===== src/rtl/psba_pkg.sv =====
// shared constants and types of the page slot bitmap allocator
`timescale 1ns / 1ps
package psba_pkg;

  localparam int MAX_SLOTS  = 512;
  localparam int PAGE_BYTES = 4096;

  // bitmap organisation: one memory row holds WORD_W slot bits
  localparam int WORD_W = (MAX_SLOTS < 32) ? MAX_SLOTS : 32;
  localparam int ROWS   = MAX_SLOTS / WORD_W;
  localparam int ROW_W  = (ROWS > 1) ? $clog2(ROWS) : 1;
  localparam int BIT_W  = $clog2(WORD_W);
  localparam int SLOT_W = $clog2(MAX_SLOTS);

  // field widths
  localparam int KIND_W     = 2;
  localparam int IDX_W      = 10;
  localparam int STAT_W     = 2;
  localparam int SNUM_W     = 9;
  localparam int BOFF_W     = 12;
  localparam int CNT_W      = 10;
  localparam int SIZE_W     = 12;
  localparam int START_W    = 12;
  localparam int CFG_IDX_W  = 2;
  localparam int CFG_DATA_W = 12;

  // limit compare width covers both the slot count field and MAX_SLOTS
  localparam int LIM_W = ($clog2(MAX_SLOTS + 1) > CNT_W) ? $clog2(MAX_SLOTS + 1) : CNT_W;
  // offset arithmetic width before page wrap
  localparam int OFF_W = SIZE_W + SLOT_W;

  typedef enum logic [KIND_W-1:0] {
    KIND_ALLOC  = 2'd0,
    KIND_FREE   = 2'd1,
    KIND_LOCATE = 2'd2,
    KIND_CLEAR  = 2'd3
  } kind_t;

  typedef enum logic [STAT_W-1:0] {
    ST_OK     = 2'd0,
    ST_FULL   = 2'd1,
    ST_RANGE  = 2'd2,
    ST_UNUSED = 2'd3
  } status_t;

  typedef enum logic [CFG_IDX_W-1:0] {
    CFG_SLOT_COUNT    = 2'd0,
    CFG_RECORD_SIZE   = 2'd1,
    CFG_RECORDS_START = 2'd2
  } cfg_idx_t;

endpackage


===== src/rtl/psba_in_if.sv =====
// request channel: operation kind and slot index
`timescale 1ns / 1ps
interface psba_in_if;
  import psba_pkg::*;

  logic              valid;
  logic              ready;
  logic [KIND_W-1:0] kind;
  logic [IDX_W-1:0]  slot_index;

  modport source (output valid, output kind, output slot_index, input ready);
  modport sink   (input valid, input kind, input slot_index, output ready);
endinterface


===== src/rtl/psba_out_if.sv =====
// result channel: status, slot number and byte offset
`timescale 1ns / 1ps
interface psba_out_if;
  import psba_pkg::*;

  logic              valid;
  logic              ready;
  logic [STAT_W-1:0] status;
  logic [SNUM_W-1:0] slot_number;
  logic [BOFF_W-1:0] byte_offset;

  modport source (output valid, output status, output slot_number, output byte_offset,
                  input ready);
  modport sink   (input valid, input status, input slot_number, input byte_offset,
                  output ready);
endinterface


===== src/rtl/page_slot_bitmap_allocator_unit.sv =====
// top level of the page slot bitmap allocator
`timescale 1ns / 1ps
// usage
//   in_chan carries one request beat: kind (allocate, free, locate, clear all)
//   and slot_index. out_chan returns exactly one result beat per request:
//   status, slot_number and byte_offset.
//   cfg_we/cfg_index/cfg_data write slot_count, record_size and records_start;
//   write them only while no request is in flight.
// timing
//   a request is taken only in the idle state. the bitmap row is read on the
//   accepting edge and modified and written back in the eval state; the offset
//   multiply follows in the mul state and the result register loads in the
//   load state, once out ready allows. a new request is taken only after the
//   result has loaded; the read-modify-write of the bitmap ram sets this order.
// reset
//   the bitmap is cleared at once through per-row valid flags (and clear all
//   does the same), so there is no clearing pass. control and config registers reset to zero.
// stall
//   a waiting result sits in the output register; one further request can be
//   taken and worked up to the output load, which then waits for out ready.
module page_slot_bitmap_allocator_unit (
  input  logic                              clk,
  input  logic                              rst_n,
  psba_in_if.sink                           in_chan,
  psba_out_if.source                        out_chan,
  input  logic                              cfg_we,
  input  logic [psba_pkg::CFG_IDX_W-1:0]    cfg_index,
  input  logic [psba_pkg::CFG_DATA_W-1:0]   cfg_data
);
  import psba_pkg::*;

  typedef enum logic [1:0] {S_IDLE, S_EVAL, S_MUL, S_LOAD} state_t;

  localparam logic [OFF_W-1:0] PAGE_MASK = OFF_W'(PAGE_BYTES - 1);

  state_t state_r;

  // configuration registers
  logic [CNT_W-1:0]   slot_count_r;
  logic [SIZE_W-1:0]  record_size_r;
  logic [START_W-1:0] records_start_r;

  // per-row summary: row holds written data, row is completely used
  logic [ROWS-1:0] row_valid_r;
  logic [ROWS-1:0] row_full_r;

  // request held while in flight
  kind_t            kind_r;
  logic [IDX_W-1:0] idx_r;
  logic [ROW_W-1:0] row_r;
  logic             any_free_r;

  // evaluated result
  status_t           res_status_r;
  logic [SLOT_W-1:0] res_slot_r;
  logic              res_zero_r;
  logic [OFF_W-1:0]  prod_r;

  // output register
  logic              out_valid_r;
  status_t           out_status_r;
  logic [SNUM_W-1:0] out_slot_r;
  logic [BOFF_W-1:0] out_off_r;

  logic in_acc;
  assign in_chan.ready = (state_r == S_IDLE);
  assign in_acc        = in_chan.valid && in_chan.ready;

  // usable limit, slot counts above MAX_SLOTS act as MAX_SLOTS
  logic [LIM_W-1:0] limit;
  always_comb begin
    if (LIM_W'(slot_count_r) > LIM_W'(MAX_SLOTS)) begin
      limit = LIM_W'(MAX_SLOTS);
    end else begin
      limit = LIM_W'(slot_count_r);
    end
  end

  // lowest row that still has a free bit
  logic [ROW_W-1:0] free_row;
  logic             any_free;
  always_comb begin
    free_row = '0;
    any_free = 1'b0;
    for (int i = ROWS - 1; i >= 0; i--) begin
      if (!row_full_r[i]) begin
        free_row = ROW_W'(i);
        any_free = 1'b1;
      end
    end
  end

  logic [ROW_W-1:0] rd_addr;
  assign rd_addr = (kind_t'(in_chan.kind) == KIND_ALLOC) ? free_row
                                                        : ROW_W'(in_chan.slot_index >> BIT_W);

  // bitmap memory
  logic              ram_we;
  logic [WORD_W-1:0] ram_wdata;
  logic [WORD_W-1:0] ram_rdata;

  psba_ram #(
    .WIDTH (WORD_W),
    .DEPTH (ROWS)
  ) u_map (
    .clk     (clk),
    .wr_en   (ram_we),
    .wr_addr (row_r),
    .wr_data (ram_wdata),
    .rd_en   (in_acc),
    .rd_addr (rd_addr),
    .rd_data (ram_rdata)
  );

  // evaluation of the fetched row
  logic [WORD_W-1:0] word;
  logic [LIM_W-1:0]  row_base;
  logic [WORD_W-1:0] beyond;
  logic [WORD_W-1:0] avail;
  logic [BIT_W-1:0]  first_bit;
  logic              found;
  logic [BIT_W-1:0]  sel_bit;
  logic [WORD_W-1:0] alloc_hot;
  logic [WORD_W-1:0] sel_hot;
  logic              idx_out_of_range;

  assign word     = row_valid_r[row_r] ? ram_rdata : '0;
  assign row_base = LIM_W'(row_r) << BIT_W;

  always_comb begin
    for (int b = 0; b < WORD_W; b++) begin
      beyond[b] = (row_base + LIM_W'(b)) >= limit;
    end
  end

  assign avail = ~(word | beyond);

  always_comb begin
    first_bit = '0;
    found     = 1'b0;
    for (int b = WORD_W - 1; b >= 0; b--) begin
      if (avail[b]) begin
        first_bit = BIT_W'(b);
        found     = 1'b1;
      end
    end
  end

  assign sel_bit          = BIT_W'(idx_r);
  assign alloc_hot        = WORD_W'(1) << first_bit;
  assign sel_hot          = WORD_W'(1) << sel_bit;
  assign idx_out_of_range = LIM_W'(idx_r) >= limit;

  status_t           ev_status;
  logic [SLOT_W-1:0] ev_slot;
  logic              ev_zero;
  logic              ev_we;
  logic [WORD_W-1:0] ev_wdata;
  logic              ev_full;

  always_comb begin
    ev_status = ST_OK;
    ev_slot   = '0;
    ev_zero   = 1'b1;
    ev_we     = 1'b0;
    ev_wdata  = word;
    ev_full   = 1'b0;
    case (kind_r)
      KIND_ALLOC: begin
        if (!any_free_r || !found) begin
          ev_status = ST_FULL;
        end else begin
          ev_slot  = (SLOT_W'(row_r) << BIT_W) | SLOT_W'(first_bit);
          ev_zero  = 1'b0;
          ev_we    = 1'b1;
          ev_wdata = word | alloc_hot;
          ev_full  = &(word | alloc_hot);
        end
      end
      KIND_FREE, KIND_LOCATE: begin
        if (idx_out_of_range) begin
          ev_status = ST_RANGE;
        end else if (!word[sel_bit]) begin
          ev_status = ST_UNUSED;
        end else begin
          ev_slot  = SLOT_W'(idx_r);
          ev_zero  = 1'b0;
          ev_we    = (kind_r == KIND_FREE);
          ev_wdata = word & ~sel_hot;
        end
      end
      default: begin
        // clear all: ok with zero slot and offset
        ev_status = ST_OK;
      end
    endcase
  end

  assign ram_we    = (state_r == S_EVAL) && ev_we;
  assign ram_wdata = ev_wdata;

  // offset after page wrap, kept to the field width
  logic [OFF_W-1:0] off_sum;
  logic [OFF_W-1:0] off_page;
  assign off_sum  = OFF_W'(records_start_r) + prod_r;
  assign off_page = off_sum & PAGE_MASK;

  logic out_load;
  assign out_load = (state_r == S_LOAD) && (!out_valid_r || out_chan.ready);

  always_ff @(posedge clk) begin
    if (!rst_n) begin
      state_r         <= S_IDLE;
      out_valid_r     <= 1'b0;
      row_valid_r     <= '0;
      row_full_r      <= '0;
      slot_count_r    <= '0;
      record_size_r   <= '0;
      records_start_r <= '0;
    end else begin
      if (cfg_we) begin
        case (cfg_idx_t'(cfg_index))
          CFG_SLOT_COUNT:    slot_count_r    <= CNT_W'(cfg_data);
          CFG_RECORD_SIZE:   record_size_r   <= SIZE_W'(cfg_data);
          CFG_RECORDS_START: records_start_r <= START_W'(cfg_data);
          default: ;
        endcase
      end

      // a new load wins over the beat leaving in the same cycle
      if (out_load) begin
        out_valid_r <= 1'b1;
      end else if (out_valid_r && out_chan.ready) begin
        out_valid_r <= 1'b0;
      end

      case (state_r)
        S_IDLE: begin
          if (in_acc) begin
            kind_r     <= kind_t'(in_chan.kind);
            idx_r      <= in_chan.slot_index;
            row_r      <= rd_addr;
            any_free_r <= any_free;
            state_r    <= S_EVAL;
          end
        end
        S_EVAL: begin
          res_status_r <= ev_status;
          res_slot_r   <= ev_slot;
          res_zero_r   <= ev_zero;
          if (kind_r == KIND_CLEAR) begin
            row_valid_r <= '0;
            row_full_r  <= '0;
          end else if (ev_we) begin
            row_valid_r[row_r] <= 1'b1;
            row_full_r[row_r]  <= ev_full;
          end
          state_r <= S_MUL;
        end
        S_MUL: begin
          prod_r  <= OFF_W'(record_size_r) * OFF_W'(res_slot_r);
          state_r <= S_LOAD;
        end
        S_LOAD: begin
          if (out_load) begin
            out_status_r <= res_status_r;
            out_slot_r   <= SNUM_W'(res_slot_r);
            out_off_r    <= res_zero_r ? '0 : off_page[BOFF_W-1:0];
            state_r      <= S_IDLE;
          end
        end
        default: begin
          state_r <= S_IDLE;
        end
      endcase
    end
  end

  assign out_chan.valid       = out_valid_r;
  assign out_chan.status      = out_status_r;
  assign out_chan.slot_number = out_slot_r;
  assign out_chan.byte_offset = out_off_r;

endmodule


===== src/rtl/psba_ram.sv =====
// generic single-write, single-read ram with registered read data
`timescale 1ns / 1ps
module psba_ram #(
  parameter int WIDTH = 32,
  parameter int DEPTH = 16
) (
  input  logic                                 clk,
  input  logic                                 wr_en,
  input  logic [(DEPTH > 1 ? $clog2(DEPTH) : 1)-1:0] wr_addr,
  input  logic [WIDTH-1:0]                     wr_data,
  input  logic                                 rd_en,
  input  logic [(DEPTH > 1 ? $clog2(DEPTH) : 1)-1:0] rd_addr,
  output logic [WIDTH-1:0]                     rd_data
);
  logic [WIDTH-1:0] mem [DEPTH];

  always_ff @(posedge clk) begin
    if (wr_en) begin
      mem[wr_addr] <= wr_data;
    end
    if (rd_en) begin
      rd_data <= mem[rd_addr];
    end
  end
endmodule


===== src/flat_wrapper.sv =====
// flat-port wrapper written by rule: the top's interface ports become plain ports
module page_slot_bitmap_allocator_unit_flat import psba_pkg::*;
  (clk, rst_n, cfg_we, cfg_index, cfg_data, in_chan_valid, in_chan_kind, in_chan_slot_index, in_chan_ready, out_chan_valid, out_chan_status, out_chan_slot_number, out_chan_byte_offset, out_chan_ready);
  psba_in_if in_chan_i ();
  psba_out_if out_chan_i ();
  input  logic clk;
  input  logic rst_n;
  input  logic cfg_we;
  input  logic [psba_pkg::CFG_IDX_W-1:0] cfg_index;
  input  logic [psba_pkg::CFG_DATA_W-1:0] cfg_data;
  input wire logic [$bits(in_chan_i.valid)-1:0] in_chan_valid;
  input wire logic [$bits(in_chan_i.kind)-1:0] in_chan_kind;
  input wire logic [$bits(in_chan_i.slot_index)-1:0] in_chan_slot_index;
  output wire logic [$bits(in_chan_i.ready)-1:0] in_chan_ready;
  output wire logic [$bits(out_chan_i.valid)-1:0] out_chan_valid;
  output wire logic [$bits(out_chan_i.status)-1:0] out_chan_status;
  output wire logic [$bits(out_chan_i.slot_number)-1:0] out_chan_slot_number;
  output wire logic [$bits(out_chan_i.byte_offset)-1:0] out_chan_byte_offset;
  input wire logic [$bits(out_chan_i.ready)-1:0] out_chan_ready;
  assign in_chan_i.valid = in_chan_valid;
  assign in_chan_i.kind = in_chan_kind;
  assign in_chan_i.slot_index = in_chan_slot_index;
  assign in_chan_ready = in_chan_i.ready;
  assign out_chan_valid = out_chan_i.valid;
  assign out_chan_status = out_chan_i.status;
  assign out_chan_slot_number = out_chan_i.slot_number;
  assign out_chan_byte_offset = out_chan_i.byte_offset;
  assign out_chan_i.ready = out_chan_ready;
  page_slot_bitmap_allocator_unit u_core (.clk(clk), .rst_n(rst_n), .in_chan(in_chan_i), .out_chan(out_chan_i), .cfg_we(cfg_we), .cfg_index(cfg_index), .cfg_data(cfg_data));
endmodule

===== config.mk =====
export PLATFORM = sky130hd
export DESIGN_NAME = page_slot_bitmap_allocator_unit_flat
export DESIGN_NICKNAME = d
export VERILOG_FILES = /design/src/rtl/psba_pkg.sv /design/src/rtl/psba_in_if.sv /design/src/rtl/psba_out_if.sv /design/src/rtl/page_slot_bitmap_allocator_unit.sv /design/src/rtl/psba_ram.sv /design/src/flat_wrapper.sv
export SDC_FILE = /design/constraint.sdc
export NUM_CORES = 1
export LEC_CHECK = 0
export BUFFER_PORTS_ARGS = -buffer_cell sky130_fd_sc_hd__buf_2
export CELL_PAD_IN_SITES_DETAIL_PLACEMENT = 2
export CELL_PAD_IN_SITES_GLOBAL_PLACEMENT = 2
export CORE_MARGIN = 2
export CORE_UTILIZATION = 35
export DETAILED_ROUTE_END_ITERATION = 6
export PLACE_DENSITY_LB_ADDON = 0.1
export SLEW_MARGIN = 15
export SYNTH_ARGS = -nofsm -noshare
export SYNTH_HDL_FRONTEND = slang
export SYNTH_SLANG_ARGS = --single-unit

===== constraint.sdc =====
create_clock -name clk -period 6.2 [get_ports clk]
set_input_delay 0.62 -clock clk [delete_from_list [all_inputs] [get_ports clk]]
set_output_delay 0.62 -clock clk [all_outputs]
set_load 0.05 [all_outputs]

==> results by group <==
Run status
  – Status: finished clean

Placed design
  – Gpl congestion: 0.878
  – Placed Area: 34200 um2
  – Placement Setup Slack: 0.329 ns
  – Placed cells: 3646
  – Post-DP HPWL: 71300 um
  – IO buf count: 55

Clocking
  – CTS Buf Count: 78
  – H-tree level count: 3
  – Maximum clock insertion buffer count: 3
  – CTS tree: built
  – CTS clk-pin slew, worst paths: 0.05 ns
  – Clock sinks: 677
  – Worst skew pair latency: 0.66 ns
  – Cell at the root of the clock tree: clkbuf_16

STA
  – Unrepaired setup endpoints after global routing: false
  – Final Hold Fails: 0
  – Slew Limit Fails: 0
  – # setup viols final: 0
  – Min cycle time layout: 5.73 ns
  – Maximum clock rate: 0.175 GHz
  – Final period utilization: 0.924
  – Tightest Pin Transition: 1.10 ns
  – Worst slew margin: 0.267
  – Fin Hold WS: 0.154 ns
  – Final WS setup: 0.473 ns
  – Setup TNS: 0 ns
  – Clk_skew: 0.0355 ns

Finish
  – Fillers: 9117
  – Post-layout nets: 2664
  – Synth-to-layout area growth: 13.9%
  – Share of cells above drive strength 1: 0.147
  – Final Cell Area: 36700 um2
  – ANT cells: 0
  – Reg area: 19600 um2
  – Post-layout util: 0.402
  – Non-filler cells, final: 3784
  – Multi-input gate area in the final layout: 11800 um2

Yosys
  – Synthesized Nets: 2595
  – Synth Instances: 2471
  – Async SR Flop Fraction: 0
  – Post-synth EDFFs: 608
  – Synth Flop Type: edfxtp_1
  – Average cell area after synthesis: 13.0 um2
  – Seq cells post-synth: 677
  – Synth Cell Area: 32200 um2
  – Cell variety after synth: 97
  – Post-synthesis sequential area ratio: 0.609
  – Yosys warning total: 0

GRT
  – Vias in the first global route: 23.5k
  – Largest net degree at the start of global routing: 113
  – First-pass GRT wire length: 164000 um
  – GRT Residual Overflow: 0
  – Initial antenna violation count: 1
  – Gr usage total: 0.237

Die
  – Die Y: 307 um
  – Num rows: 111
  – Starting Density: 0.353
  – Core area: 91400 um2
  – Chip Width: 307 um
  – # IOs: 56
  – DIE AREA: 94500 um2

Worst setup path
  – CP Capture Type: flop
  – Slowest-stage cell, CP: edfxtp_1
  – Crit Path Max Fanout: 39
  – Path length in cells of the critical path: 14
  – Critical Path RT: 6.73 ns
  – Origin of the critical flop-to-flop path: u_core.row_r[1]
  – Crit path cell chain: nand2b_2 -> o221a_2 -> a22oi_4 -> buf_4 -> a221oi_1 -> a2111o_1 -> o311ai_4 -> inv_1 -> nor3_1 -> nand4_1 -> a22oi_1 -> nand4_2 -> buf_4 -> o41ai_1
  – Setup crit end: u_core.row_full_r[4]
  – Startpoint Class: flop
  – Crit path top cell by count: buf_4
  – CP peak stage delay: 0.64 ns
  – Crit path kind: flop to flop
  – Crit path buf inv count: 3
  – Worst r2r path cells: 14
  – R2r endpoint: u_core.row_full_r[4]
  – Setup slack, reg-to-reg: 0.47 ns
  – Crit path max-delay family: compound AO/OA/AOI/OAI gates
  – Arrival @ worst endpoint: 6.25 ns
  – CP Launch Point: u_core.row_r[1]

Routing
  – Antenna Nets Post-Route: 0
  – Drt pass-1 iters: 7
  – Wire length per cell: 29.5 um
  – Iteration-0 DRC Markers: 1483
  – Detailed-route DRC error count: 0
  – Vias/cell: 5.72
  – Routed wire length: 111000 um
  – Vias: 21.7k

Pwr
  – PD cells: 334 nW/um2
  – LEAKAGE: 12.8 nW
  – Design Power: 12.3 mW
  – VDD IR max: 0.223 mV

Run
  – Max_cap viols: 0

Min path
  – Hold Path Class: input port to flop
==> registers in the layout (all words and copies together), names as in the netlist <==
name                         flops
u_core.out_chan.byte_offset     12
u_core.res_zero_r                1
u_core.any_free_r                1
u_core.out_chan.valid            1
u_core.record_size_r            12
u_core.records_start_r          12
u_core.state_r                   2
u_core.row_r                     4
u_core.res_status_r              2
u_core.u_map.rd_data            32
u_core.kind_r                    2
u_core.out_chan.status           2
u_core.slot_count_r             10
u_core.row_full_r               16
u_core.out_chan.slot_number      9
u_core.u_map.mem               512
u_core.row_valid_r              16
u_core.res_slot_r                9
u_core.prod_r                   12
u_core.idx_r                    10
==> worst min path at each step <==
stage | slack [ns] | cells past startpoint | from | end
3_5_place_dp | 0.46 | 1 | u_core.row_valid_r[5] | u_core.row_valid_r[5]
5_1_grt | 0.13 | 1 | in_chan_slot_index[4] | u_core.idx_r[4]
3_3_place_gp | 0.45 | 1 | u_core.row_valid_r[5] | u_core.row_valid_r[5]
2_1_floorplan | 0.40 | 0 | u_core.res_status_r[0] | u_core.out_chan.status[0]
4_1_cts | 0.11 | 1 | in_chan_slot_index[3] | u_core.idx_r[3]
6_report | 0.15 | 1 | in_chan_slot_index[4] | u_core.idx_r[4]
==> worst reg2reg max path: cells and delay by family (launching register included) <==
| family | cells | cell delay, ns |
|---|---|---|
| AO/OA/AOI/OAI | 7 | 2.60 |
| AND/OR/NAND/NOR | 4 | 1.27 |
| flip-flops | 1 | 0.64 |
| buffers and inverters | 3 | 1.09 |
==> routing by layer <==
layer / wire length (um) / vias to the layer above / track usage
met5: 0 / - / 0
met4: 2890 / 0 / 0.0633
met3: 4210 / 161 / 0.0314
met2: 54900 / 457 / 0.406
met1: 49400 / 11500 / 0.317
li1: - / 9547 / -
==> kinds of logic after synthesis <==
family          Yosys count  share of synthesized area
simple gates            736                      0.110
flops                   677                      0.609
compound gates          500                      0.120
buf+inv                 237                     0.0292
mux                     197                     0.0779
fa+ha+maj                93                     0.0454
xor+xnor                 31                    0.00843
==> report_power, final <==
part           leakage (nW)  switching (mW)  internal, mW
clock                  1.20            1.92          2.62
sequential             6.16           0.260          5.29
combinational          5.48            1.51         0.670
total                  12.8            3.69          8.58
==> Yosys cell counts, types with 16 or more instances <==
| cell | instances | share of area |
|---|---|---|
| a211oi_1 | 36 | 0.0084 |
| a21boi_0 | 16 | 0.0037 |
| a21o_1 | 20 | 0.0047 |
| a21oi_1 | 85 | 0.013 |
| a311oi_1 | 70 | 0.019 |
| a32o_1 | 17 | 0.0053 |
| and2_1 | 45 | 0.0087 |
| and3_1 | 39 | 0.0076 |
| buf_1 | 16 | 0.0019 |
| clkbuf_1 | 119 | 0.014 |
| dfxtp_1 | 69 | 0.043 |
| edfxtp_1 | 608 | 0.57 |
| fa_1 | 40 | 0.025 |
| ha_1 | 53 | 0.021 |
| inv_1 | 81 | 0.0094 |
| mux2i_1 | 154 | 0.048 |
| mux4_2 | 43 | 0.030 |
| nand2_1 | 333 | 0.039 |
| nand3_1 | 83 | 0.013 |
| nor2_1 | 94 | 0.011 |
| nor2b_1 | 35 | 0.0068 |
| nor3_1 | 20 | 0.0031 |
| o211ai_1 | 21 | 0.0049 |
| o21a_1 | 22 | 0.0051 |
| o21ai_0 | 56 | 0.0087 |
| xnor2_1 | 25 | 0.0068 |
==> layout by cell type, fill, tap and decap left out, types with 35 or more instances in the layout <==
cell type / n
nor2_1: 75
a21oi_1: 82
o21ai_0: 55
buf_4: 84
a311oi_1: 69
ha_1: 53
buf_2: 55
edfxtp_1: 608
and3_1: 39
inv_1: 81
clkbuf_16: 80
and2_1: 43
dfxtp_1: 69
a211oi_1: 36
mux4_2: 43
nand3_1: 83
fa_1: 40
mux2i_1: 154
nor2b_1: 35
nand2_1: 333
==> repair_timing <==
item	4_1_cts	5_1_grt
endpoints found under the setup margin	0	16
gates resized for setup	0	7
setup buffers	0	0
hold buffers	0	0
==> cell type report <==
class | count | area share
Clock buffer | 98 | 0.0564
Tap cell | 1186 | 0.0404
Inverter | 85 | 0.00893
Clock inverter | 40 | 0.0109
Multi-Input combinational cell | 1557 | 0.323
Sequential cell | 677 | 0.535
Timing Repair Buffer | 141 | 0.0258
No activity file was read; power rests on OpenSTA's default activity.
